`src/hdl/bbc_pkg.sv`:
```
package bbc_pkg;

	localparam int STACK_DEPTH = 64;
	localparam int CNT_W       = $clog2(STACK_DEPTH + 1);
	localparam int ADDR_W      = $clog2(STACK_DEPTH);

	// request queue between front and back; depth must be a power of two
	localparam int QUEUE_DEPTH = 4;
	localparam int QPTR_W      = $clog2(QUEUE_DEPTH);
	localparam int QCNT_W      = $clog2(QUEUE_DEPTH + 1);

	localparam logic [7:0] CH_LPAREN  = 8'h28;
	localparam logic [7:0] CH_RPAREN  = 8'h29;
	localparam logic [7:0] CH_LCURLY  = 8'h7B;
	localparam logic [7:0] CH_RCURLY  = 8'h7D;
	localparam logic [7:0] CH_LSQUARE = 8'h5B;
	localparam logic [7:0] CH_RSQUARE = 8'h5D;

	typedef enum logic [1:0] {
		BR_ROUND  = 2'd0,
		BR_CURLY  = 2'd1,
		BR_SQUARE = 2'd2
	} br_code_t;

	typedef enum logic [1:0] {
		OP_NONE = 2'd0,
		OP_PUSH = 2'd1,
		OP_POP  = 2'd2
	} op_kind_t;

	typedef enum logic [2:0] {
		RSN_OK       = 3'd0,
		RSN_EMPTY    = 3'd1,
		RSN_MISMATCH = 3'd2,
		RSN_OPEN     = 3'd3,
		RSN_OVERFLOW = 3'd4
	} reason_t;

	typedef struct packed {
		op_kind_t op;
		br_code_t code;
		logic     last;
	} item_t;

endpackage

```
`src/hdl/bbc_front.sv`:
```
module bbc_front
	import bbc_pkg::*;
(
	input  logic [7:0] char_byte,
	input  logic       last_char,
	output item_t      item
);

	always_comb begin
		item.last = last_char;
		item.op   = OP_NONE;
		item.code = BR_ROUND;
		case (char_byte)
			CH_LPAREN: begin
				item.op   = OP_PUSH;
				item.code = BR_ROUND;
			end
			CH_LCURLY: begin
				item.op   = OP_PUSH;
				item.code = BR_CURLY;
			end
			CH_LSQUARE: begin
				item.op   = OP_PUSH;
				item.code = BR_SQUARE;
			end
			CH_RPAREN: begin
				item.op   = OP_POP;
				item.code = BR_ROUND;
			end
			CH_RCURLY: begin
				item.op   = OP_POP;
				item.code = BR_CURLY;
			end
			CH_RSQUARE: begin
				item.op   = OP_POP;
				item.code = BR_SQUARE;
			end
			default: begin
				item.op   = OP_NONE;
				item.code = BR_ROUND;
			end
		endcase
	end

endmodule

```
`src/hdl/bbc_queue.sv`:
```
module bbc_queue
	import bbc_pkg::*;
(
	input  logic  clk,
	input  logic  arst_n,
	input  logic  wr_valid,
	output logic  wr_ready,
	input  item_t wr_item,
	output logic  rd_valid,
	input  logic  rd_take,
	output item_t rd_item
);

	item_t             entry_q [QUEUE_DEPTH];
	logic [QPTR_W-1:0] wr_ptr_q;
	logic [QPTR_W-1:0] rd_ptr_q;
	logic [QCNT_W-1:0] cnt_q;
	logic              push;
	logic              pop;

	assign wr_ready = (cnt_q != QCNT_W'(QUEUE_DEPTH));
	assign rd_valid = (cnt_q != '0);
	assign rd_item  = entry_q[rd_ptr_q];
	assign push     = wr_valid && wr_ready;
	assign pop      = rd_take && rd_valid;

	always_ff @(posedge clk or negedge arst_n) begin
		if (!arst_n) begin
			wr_ptr_q <= '0;
			rd_ptr_q <= '0;
			cnt_q    <= '0;
		end else begin
			if (push)
				wr_ptr_q <= wr_ptr_q + QPTR_W'(1);
			if (pop)
				rd_ptr_q <= rd_ptr_q + QPTR_W'(1);
			if (push && !pop)
				cnt_q <= cnt_q + QCNT_W'(1);
			else if (pop && !push)
				cnt_q <= cnt_q - QCNT_W'(1);
		end
	end

	always_ff @(posedge clk) begin
		if (push)
			entry_q[wr_ptr_q] <= wr_item;
	end

endmodule

```
`src/hdl/bbc_back.sv`:
```
module bbc_back
	import bbc_pkg::*;
(
	input  logic       clk,
	input  logic       arst_n,
	input  logic       head_valid,
	input  item_t      head,
	output logic       take,
	output logic       res_valid,
	input  logic       res_ready,
	output logic       is_balanced,
	output logic [2:0] fail_reason
);

	br_code_t          stack_mem [STACK_DEPTH];
	br_code_t          top_q;
	logic [CNT_W-1:0]  cnt_q;
	logic              failed_q;
	reason_t           reason_q;
	logic              res_valid_q;
	logic              bal_q;
	reason_t           res_reason_q;

	logic              go;
	logic              we;
	logic [ADDR_W-1:0] waddr;
	logic [ADDR_W-1:0] raddr;
	logic [CNT_W-1:0]  cnt_op;
	logic              failed_op;
	reason_t           reason_op;
	reason_t           final_reason;
	logic [CNT_W-1:0]  cnt_nx;
	logic              failed_nx;
	reason_t           reason_nx;
	logic [CNT_W-1:0]  raddr_full;

	// a last byte needs the result register free or draining
	assign go   = head_valid && (!head.last || !res_valid_q || res_ready);
	assign take = go;

	always_comb begin
		we        = 1'b0;
		waddr     = cnt_q[ADDR_W-1:0];
		cnt_op    = cnt_q;
		failed_op = failed_q;
		reason_op = reason_q;
		if (go && !failed_q) begin
			case (head.op)
				OP_PUSH: begin
					if (cnt_q == CNT_W'(STACK_DEPTH)) begin
						failed_op = 1'b1;
						reason_op = RSN_OVERFLOW;
					end else begin
						we     = 1'b1;
						cnt_op = cnt_q + CNT_W'(1);
					end
				end
				OP_POP: begin
					if (cnt_q == '0) begin
						failed_op = 1'b1;
						reason_op = RSN_EMPTY;
					end else begin
						cnt_op = cnt_q - CNT_W'(1);
						if (top_q != head.code) begin
							failed_op = 1'b1;
							reason_op = RSN_MISMATCH;
						end
					end
				end
				default: begin
					cnt_op = cnt_q;
				end
			endcase
		end

		if (failed_op)
			final_reason = reason_op;
		else if (cnt_op != '0)
			final_reason = RSN_OPEN;
		else
			final_reason = RSN_OK;

		if (go && head.last) begin
			cnt_nx    = '0;
			failed_nx = 1'b0;
			reason_nx = RSN_OK;
		end else begin
			cnt_nx    = cnt_op;
			failed_nx = failed_op;
			reason_nx = reason_op;
		end

		// prefetch the entry that will be on top next cycle
		raddr_full = cnt_nx - CNT_W'(1);
		raddr      = raddr_full[ADDR_W-1:0];
	end

	always_ff @(posedge clk or negedge arst_n) begin
		if (!arst_n) begin
			cnt_q       <= '0;
			failed_q    <= 1'b0;
			reason_q    <= RSN_OK;
			res_valid_q <= 1'b0;
		end else begin
			cnt_q    <= cnt_nx;
			failed_q <= failed_nx;
			reason_q <= reason_nx;
			if (go && head.last)
				res_valid_q <= 1'b1;
			else if (res_ready)
				res_valid_q <= 1'b0;
		end
	end

	always_ff @(posedge clk) begin
		if (go && head.last) begin
			bal_q        <= (final_reason == RSN_OK);
			res_reason_q <= final_reason;
		end
	end

	// stack memory, registered read with write-through on a push to the same slot
	always_ff @(posedge clk) begin
		if (we)
			stack_mem[waddr] <= head.code;
		if (we && (waddr == raddr))
			top_q <= head.code;
		else
			top_q <= stack_mem[raddr];
	end

	assign res_valid   = res_valid_q;
	assign is_balanced = bal_q;
	assign fail_reason = res_reason_q;

endmodule

```
`src/hdl/bracket_balance_checker_unit.sv`:
```
// channel | dir | tdata fields (low bit up)                  | side flags
// s       | in  | char_byte[7:0]                             | tlast = last_char
// m       | out | is_balanced[0], fail_reason[3:1], zero[7:4] | none
//
// One byte per clock while the engine does not stall; the stack engine reads its top from a memory
// with registered read, prefetched from the next count, so pops run back to back.
// The last byte is stored in the queue, then its result is registered in the result register.
// Reset clears queue pointers, stack count and failure latch; stack memory is not cleared.
// m_tready low holds the result; the engine stalls only on a last byte while the
// result register is full; the 4-entry queue then takes up to three more requests
// before s_tready drops.
module bracket_balance_checker_unit
	import bbc_pkg::*;
(
	input  logic       clk,
	input  logic       arst_n,
	input  logic       s_tvalid,
	output logic       s_tready,
	input  logic [7:0] s_tdata,   // char_byte[7:0]
	input  logic       s_tlast,   // last_char
	output logic       m_tvalid,
	input  logic       m_tready,
	output logic [7:0] m_tdata    // is_balanced[0], fail_reason[3:1], zero[7:4]
);

	item_t      front_item;
	item_t      head;
	logic       head_valid;
	logic       take;
	logic       is_balanced;
	logic [2:0] fail_reason;

	bbc_front u_front (
		.char_byte (s_tdata),
		.last_char (s_tlast),
		.item      (front_item)
	);

	bbc_queue u_queue (
		.clk      (clk),
		.arst_n   (arst_n),
		.wr_valid (s_tvalid),
		.wr_ready (s_tready),
		.wr_item  (front_item),
		.rd_valid (head_valid),
		.rd_take  (take),
		.rd_item  (head)
	);

	bbc_back u_back (
		.clk         (clk),
		.arst_n      (arst_n),
		.head_valid  (head_valid),
		.head        (head),
		.take        (take),
		.res_valid   (m_tvalid),
		.res_ready   (m_tready),
		.is_balanced (is_balanced),
		.fail_reason (fail_reason)
	);

	assign m_tdata = {4'b0000, fail_reason, is_balanced};

endmodule
```
`config.mk`:
```
export PLATFORM = sky130hd
export DESIGN_NAME = bracket_balance_checker_unit
export DESIGN_NICKNAME = d
export VERILOG_FILES = /design/src/hdl/bbc_pkg.sv /design/src/hdl/bbc_front.sv /design/src/hdl/bbc_queue.sv /design/src/hdl/bbc_back.sv /design/src/hdl/bracket_balance_checker_unit.sv
export SDC_FILE = /design/constraint.sdc
export NUM_CORES = 1
export LEC_CHECK = 0
export ABC_AREA = 1
export CAP_MARGIN = 20
export CORE_ASPECT_RATIO = 1.4
export CORE_MARGIN = 1.5
export CORE_UTILIZATION = 57
export CTS_BUF_LIST = sky130_fd_sc_hd__clkbuf_8 sky130_fd_sc_hd__clkbuf_16
export DETAILED_ROUTE_END_ITERATION = 10
export DONT_BUFFER_PORTS = 1
export PLACE_DENSITY_LB_ADDON = 0.3
export SLEW_MARGIN = 10
export SYNTH_ARGS = -nofsm -noshare
export SYNTH_HDL_FRONTEND = slang
export SYNTH_SLANG_ARGS = --single-unit
```
`constraint.sdc`:
```
create_clock -name clk -period 3.95 [get_ports clk]
set_input_delay 0.395 -clock clk [delete_from_list [all_inputs] [get_ports clk]]
set_output_delay 0.395 -clock clk [all_outputs]
set_load 0.02 [all_outputs]
```
==> impl_metrics.ini, run 1 <==
[outcome]
status = finished clean

[setup_path]
worstReg2RegEnd = u_back.stack_mem[63][0]
crit_path_start_kind = flip-flop
cp_cell_sequence = inv_2 -> nand2_1 -> a32oi_1 -> ha_1 -> inv_1 -> nor4_4 -> nand4_1 -> nor2_1
reg2reg_from = u_queue.rd_ptr_q[0]
critical_path.top_delay_family = simple AND/OR/NAND/NOR gates
cp-end-kind = flip-flop
timing.reg2reg.setup_slack_ns = 0.74
reg2regPathDepth = 8
path_depth = 8
critPathKind = reg -> reg
cp-endpoint = u_back.stack_mem[63][0]
crit_arrival_ns = 3.33
path_buf_inv = 2
worstSetupStartpoint = u_queue.rd_ptr_q[0]
slowest_stage = nor4_4
worstPathRequired_ns = 4.06
crit_path_max_incr_delay_ns = 0.66
worstPathMaxFanout = 12

[power]
power_switching_w = 0.00305
p_per_area_nw_per_um2 = 837
clkPwrFrac_pct = 21.8
sequentialPowerShare_pct = 38.0
p_int_w = 0.00439
pwr-share-comb_pct = 40.3
switching_share_pct = 41.0
leakagePower_nw = 3.40
vdd_drop_max_v = 0.000818

[place]
port_buffers = 0
place.gp.congestion = 0.865
dp_hpwl_um = 11600

[routing]
initialDrtViolationCount = 441
wl_per_cell_um = 18.1
wirelength_um = 18200
firstDrtPassIters = 7
dr_total_vias = 5820
ant_nets = 0
drc = 0
viasPerCell = 5.80

[final_layout]
area_delta_synth_final_pct = 7.79
mostFrequentLayoutCells = nand2_1, edfxtp_1, nand3_1
drive_above_1_share_pct = 9.29
fillerInstances = 1116
final_common_cell = nand2_1
regArea_um2 = 5160
multi_input_area_um2 = 2660
fin_nets = 829
fin_util_pct = 63.4
n_antenna_cell = 0

[global_route]
overflow = 0
grt_pass1_wl_um = 29200
antenna_found_initial = 0
grt_max_degree = 65
grt_pass1_vias = 5868
gr-usage-all-layers_pct = 25.4

[cts]
cts_root_buf = clkbuf_16
cts.sinks = 177
clk_pin_slew_worst_paths_ns = 0.06
cts_setup_buffers = 0
htreeDepth = 4
cts_hold_buf = 1
cts_tree = yes
clockBufferDepth = 2
clock_latency_ns = 0.44
cts_resized = 0
cts_made_buffers = 17

[yosys]
ys_warn_count = 0
synth_flop_cell = edfxtp_1
synth_area_um2 = 8260
ys_async_sr_fraction_pct = 10.7
synthCells = 814
yosys.area.top_type = edfxtp_1
yosysSeqAreaShare_pct = 62.5
synth_seq_cells = 177
synth_area_leaders = edfxtp_1, nand2_1, nand3_1, dfrtp_1, nor2_1
avgSynthCellArea_um2 = 10.1
synth_cell_types = 44
synth_edf_count = 152
yosysTopAreaCellShare_pct = 55.3

[min_path]
hold_class = in -> reg
hold_depth = 0

[sta]
maxSlewHeadroom_pct = 38.2
finalHoldViolations = 0
fmax_ghz = 0.311
setup_viol = 0
slew_violations = 0
finClkSkew_ns = 0.0101
final.setup.tns_ns = 0
fin_worst_hold_slack_ns = 0.0584
grt_setup_unrepaired = no
tightest_slew_ns = 0.924
period_share_pct = 81.3
layout_min_cycle_time_ns = 3.21

[die]
initial_core_util_pct = 58.8
coreArea_um2 = 14000
die_w_um = 105
rows = 51
num_io_pins = 23
die-area_um2 = 15200
fp.dieH_um = 145

[run]
cap_violations = 0
[metal layers]
layer | global-route usage [%] | up-vias | share of wire (%)
met2 | 45.5 | 255 | 53
li1 | - | 2729 | -
met4 | 14.7 | 0 | 4.9
met1 | 27.0 | 2774 | 35
met5 | 0 | - | 0
met3 | 5.87 | 62 | 6.6
[synthesized netlist by cell type, types with 3 or more instances]
cell type and n:
nor2_2 5, buf_6 10, dfxtp_1 6, nand2_1 215, nor2_4 3, xor2_1 9
a21oi_1 9, edfxtp_1 152, o21ai_1 5, o21ai_0 12, a32oi_1 3, nand3_1 131
nand2_2 5, xnor2_1 3, dfrtp_1 19, clkbuf_1 4, inv_1 45, nand4_1 7
buf_4 9, inv_2 9, ha_1 10, nor2_1 97, o21ai_2 5, buf_2 16
[metrics by stage]
| step | setup WS (ns) | total power, W | cell area [µm²] | instances |
|---|---|---|---|---|
| finish | 0.738 | 0.00745 | 8900 | 1003 |
| global route | 0.534 | 0.00789 | 8900 | 1003 |
| CTS | 0.776 | 0.00744 | 8900 | 1003 |
| detailed placement | 0.780 | 0.00582 | 8310 | 970 |
| global placement | 0.836 | 0.00574 | 8310 | 970 |
| floorplan | 0.215 | 0.00510 | 8270 | 817 |
[layout make-up]
cell class | count | share of cell area (%)
sequential | 177 | 58.0
clock buffer | 20 | 5.49
inverter | 56 | 2.40
tap | 185 | 2.60
clock inverter | 12 | 1.01
multi-input combinational | 545 | 29.8
timing repair buffer | 8 | 0.703
[state kept, by name, indices dropped and copies added, names as in the netlist, named ones only]
signal and count:
u_back.failed_q 1, u_back.is_balanced 1, u_back.reason_q 3, u_queue.entry_q 20, u_back.fail_reason 3, u_back.cnt_q 7, u_queue.cnt_q 3, u_back.res_valid 1
u_queue.wr_ptr_q 2, u_queue.rd_ptr_q 2, u_back.stack_mem 128
[worst min path at each step]
| stage | from | to | slack [ns] |
|---|---|---|---|
| 3_3_place_gp | arst_n | u_back.reason_q[2] | 0.1 |
| 5_1_grt | s_tlast | u_queue.entry_q[0][0] | 0.04 |
| 4_1_cts | s_tlast | u_queue.entry_q[0][0] | 0.05 |
| 6_report | s_tlast | u_queue.entry_q[0][0] | 0.06 |
| 3_5_place_dp | arst_n | u_back.reason_q[2] | 0.1 |
| 2_1_floorplan | arst_n | u_back.cnt_q[0] | 0.1 |
[power by group through the flow]
stage | clock network [W] | registers (W) | logic [W]
after floorplan | 0 | 0.00275 | 0.00235
after global placement | 0 | 0.00285 | 0.00289
after detailed placement | 0 | 0.00286 | 0.00297
after CTS | 0.00163 | 0.00282 | 0.00299
after global routing | 0.00171 | 0.00285 | 0.00333
final | 0.00162 | 0.00283 | 0.00300
[kinds of logic after synthesis]
family	after synthesis	synth area share (%)
other cells	1	0.0454
compound gates	43	3.32
mux	1	0.121
fa+ha+maj	11	1.76
simple gates	474	25.1
flops	177	62.5
buf+inv	95	5.92
xor+xnor	12	1.27
Power figures use the tool's default switching activity.
==> run 2: changes to the inputs <==
--- a/config.mk
+++ b/config.mk
@@ -5,7 +5,7 @@
 export SDC_FILE = /design/constraint.sdc
 export NUM_CORES = 1
 export LEC_CHECK = 0
-export ABC_AREA = 1
+export ABC_AREA = 0
 export CAP_MARGIN = 20
 export CORE_ASPECT_RATIO = 1.4
 export CORE_MARGIN = 1.5
==> constraint.sdc (replaced) <==
create_clock -name clk -period 2.7 [get_ports clk]
set_input_delay 0.27 -clock clk [delete_from_list [all_inputs] [get_ports clk]]
set_output_delay 0.27 -clock clk [all_outputs]
set_load 0.02 [all_outputs]
==> run 2 against run 1 <==
The run now ends with negative setup slack left. Sequential power up 40%. Area after synthesis down 2.1%. Clock skew about the same. Critical path type unchanged. Maximum frequency increased by 1.1%. Global-route usage up 1.2 points. Critical path depth grew 3. Sequential share of layout area is 6.9 points lower.
==> impl_metrics.ini, run 2 <==
[yosys]
synth.area.mux_share_pct = 9.77
synth_fa_ha_area_share_pct = 1.80
synthCells = 599
yosysSeqAreaShare_pct = 63.8
synth_edf_count = 152
synth_seq_cells = 177
ys_async_sr_fraction_pct = 10.7
synth_cell_types = 70
synth_area_leaders = edfxtp_1, dfrtp_1, mux2i_1, nor2_1, mux4_2
synth_top_family_by_area = simple AND/OR/NAND/NOR gates
synth_common_cells = edfxtp_1, nor2_1, mux2i_1
avgSynthCellArea_um2 = 13.5
yosys.area_share.simple_pct = 12.9
yosysMostFrequentCell = edfxtp_1
synth_flop_cell = edfxtp_1
synth_area_um2 = 8080
yosysTopAreaCellShare_pct = 56.5
synth_compound_area_share_pct = 7.10
yosys.area.top_type = edfxtp_1
ys_warn_count = 0
synth_xor_xnor_area_share_pct = 1.41

[die]
num_io_pins = 23
die_w_um = 104
initial_core_util_pct = 58.1
coreArea_um2 = 13900
fp.dieH_um = 144
rows = 51
die-area_um2 = 14900

[final_layout]
mostFrequentLayoutCells = edfxtp_1, buf_4, mux2i_1, nor2_2, nor2_4
fin_nets = 714
area_delta_synth_final_pct = 25.2
multi_input_area_um2 = 3170
drive_above_1_share_pct = 38.5
n_antenna_cell = 0
regArea_um2 = 5160
fin_util_pct = 72.8
top_register = u_back.stack_mem
fillerInstances = 955
reg.largest.list = u_back.stack_mem x128, u_queue.entry_q x20, u_back.cnt_q x7
largest_reg_flops = 128
final_common_cell = edfxtp_1

[routing]
dr_total_vias = 5308
firstDrtPassIters = 8
wirelength_um = 19000
viasPerCell = 5.98
ant_nets = 0
initialDrtViolationCount = 385
drc = 0
wl_per_cell_um = 21.4

[outcome]
status = finished, violations left
violations = negative setup slack

[power]
p_per_area_nw_per_um2 = 1160
vdd_drop_max_v = 0.00105
leakagePower_nw = 3.63

[sta]
layout_min_cycle_time_ns = 3.18
final.setup.tns_ns = -7.75
grt_setup_unrepaired = yes
tightest_slew_ns = 0.961
setup_ws_ns = -0.476
period_share_pct = 118
maxSlewHeadroom_pct = 35.8
finClkSkew_ns = 0.0100
finalHoldViolations = 0
setup_viol = 77
fmax_ghz = 0.315
slew_violations = 0

[min_path]
hp-start = s_tdata[5]
whs_endpoint = u_queue.entry_q[2][2]
hold_depth = 1
hold_class = in -> reg

[setup_path]
crit_path_max_incr_delay_ns = 0.55
worstReg2RegEnd = u_back.fail_reason[1]
path_buf_inv = 1
worstPathRequired_ns = 2.87
crit_path_start_kind = flip-flop
cp-end-kind = flip-flop
reg2regPathDepth = 11
reg2reg_from = u_queue.rd_ptr_q[0]
slowest_stage = mux4_2
timing.reg2reg.setup_slack_ns = -0.48
cp_cell_sequence = mux4_2 -> inv_2 -> ha_4 -> or2_4 -> a211o_4 -> o21ai_2 -> o21a_1 -> nand2_1 -> or4_4 -> a311oi_4 -> a21oi_1
crit_arrival_ns = 3.35
critical_path.top_delay_family = compound AO/OA/AOI/OAI gates
worstPathMaxFanout = 4
critPathKind = reg -> reg

[cts]
cts_root_buf = clkbuf_16
clockBufferDepth = 2
cts.sinks = 177
clk_pin_slew_worst_paths_ns = 0.07
cts_tree = yes
clock_latency_ns = 0.43
cts_made_buffers = 17
htreeDepth = 4

[place]
port_buffers = 0
place.gp.congestion = 0.921
dp_hpwl_um = 12800

[global_route]
grt_pass1_vias = 5479
antenna_found_initial = 0
grt_max_degree = 65
gr-usage-all-layers_pct = 26.5
overflow = 0
grt_pass1_wl_um = 29500

[run]
cap_violations = 0
## run 2: changes by cell type in the layout (fill, tap and decap cells not counted), sizes merged, moves of 17 or more
| cell | before | now |
|---|---|---|
| mux2i | 1 | 38 |
| nor2 | 105 | 88 |
| buf | 7 | 103 |
| inv | 59 | 21 |
| nand3 | 132 | 17 |
| nand2 | 222 | 31 |
## run 2: worst max path at each step
stage | startpoint | endpoint | slack [ns] | cells past startpoint
floorplan | u_queue.rd_ptr_q[0] | u_back.fail_reason[0] | -0.42 | 12
global placement | u_queue.rd_ptr_q[0] | flip-flop | -0.47 | 13
detailed placement | u_queue.rd_ptr_q[0] | u_back.fail_reason[1] | -0.60 | 11
CTS | u_queue.rd_ptr_q[0] | u_back.fail_reason[1] | -0.50 | 11
global route | u_queue.rd_ptr_q[0] | u_back.fail_reason[0] | -0.63 | 11
finish | u_queue.rd_ptr_q[0] | u_back.fail_reason[1] | -0.48 | 11
## run 2: layout make-up
cell class              count  area share, %
flip-flops and latches    177           51.0
multi-input cells         373           31.4
repair buffers            105           9.17
clock buffers              17           4.20
well taps                 185           2.29
clock inverters            15           1.32
inverters                  16          0.618
## run 2: kinds of logic (layout without fill, tap and decap cells)
logic type / count (synthesis) / count (layout)
AND/OR/NAND/NOR: 210 / 210
flip-flops: 177 / 177
AO/OA/AOI/OAI: 75 / 75
multiplexers: 60 / 60
buffers and inverters: 52 / 153
XOR/XNOR: 13 / 13
adder cells (fa/ha/maj): 11 / 11
other: 1 / 4
## run 2: metrics by stage
step / hold WS (ns) / power, W / setup slack (ns) / area, µm² / cells
2_1_floorplan: -0.0256 / 0.00687 / -0.420 / 8110 / 602
3_3_place_gp: -0.0250 / 0.00861 / -0.469 / 8920 / 848
3_5_place_dp: -0.0250 / 0.00876 / -0.602 / 8920 / 848
4_1_cts: 0.0847 / 0.0115 / -0.504 / 9850 / 885
5_1_grt: 0.0861 / 0.0123 / -0.632 / 10100 / 888
6_report: 0.0903 / 0.0118 / -0.476 / 10100 / 888
## run 2: power breakdown
| group | switching [W] | leakage [nW] | internal, W |
|---|---|---|---|
| Clock | 0.00105 | 0.281 | 0.00128 |
| Combinational | 0.00310 | 1.69 | 0.00237 |
| Sequential | 0.000229 | 1.66 | 0.00374 |
## run 2: repair_timing
item | 4_1_cts | 5_1_grt
setup buffers | 3 | 3
pin swaps | 6 | 8
endpoints found under the setup margin | 145 | 146
gates resized for setup | 100 | 54
hold endpoints to repair | 23 | 0
hold buffers | 2 | 0
## run 2: per-layer routing
| layer | share of wire (%) | GRT usage [%] | vias to the layer above |
|---|---|---|---|
| met4 | 3.2 | 12.0 | 0 |
| li1 | - | - | 2441 |
| met3 | 4.3 | 3.81 | 38 |
| met2 | 56 | 49.6 | 184 |
| met5 | 0 | 0 | - |
| met1 | 37 | 30.3 | 2645 |
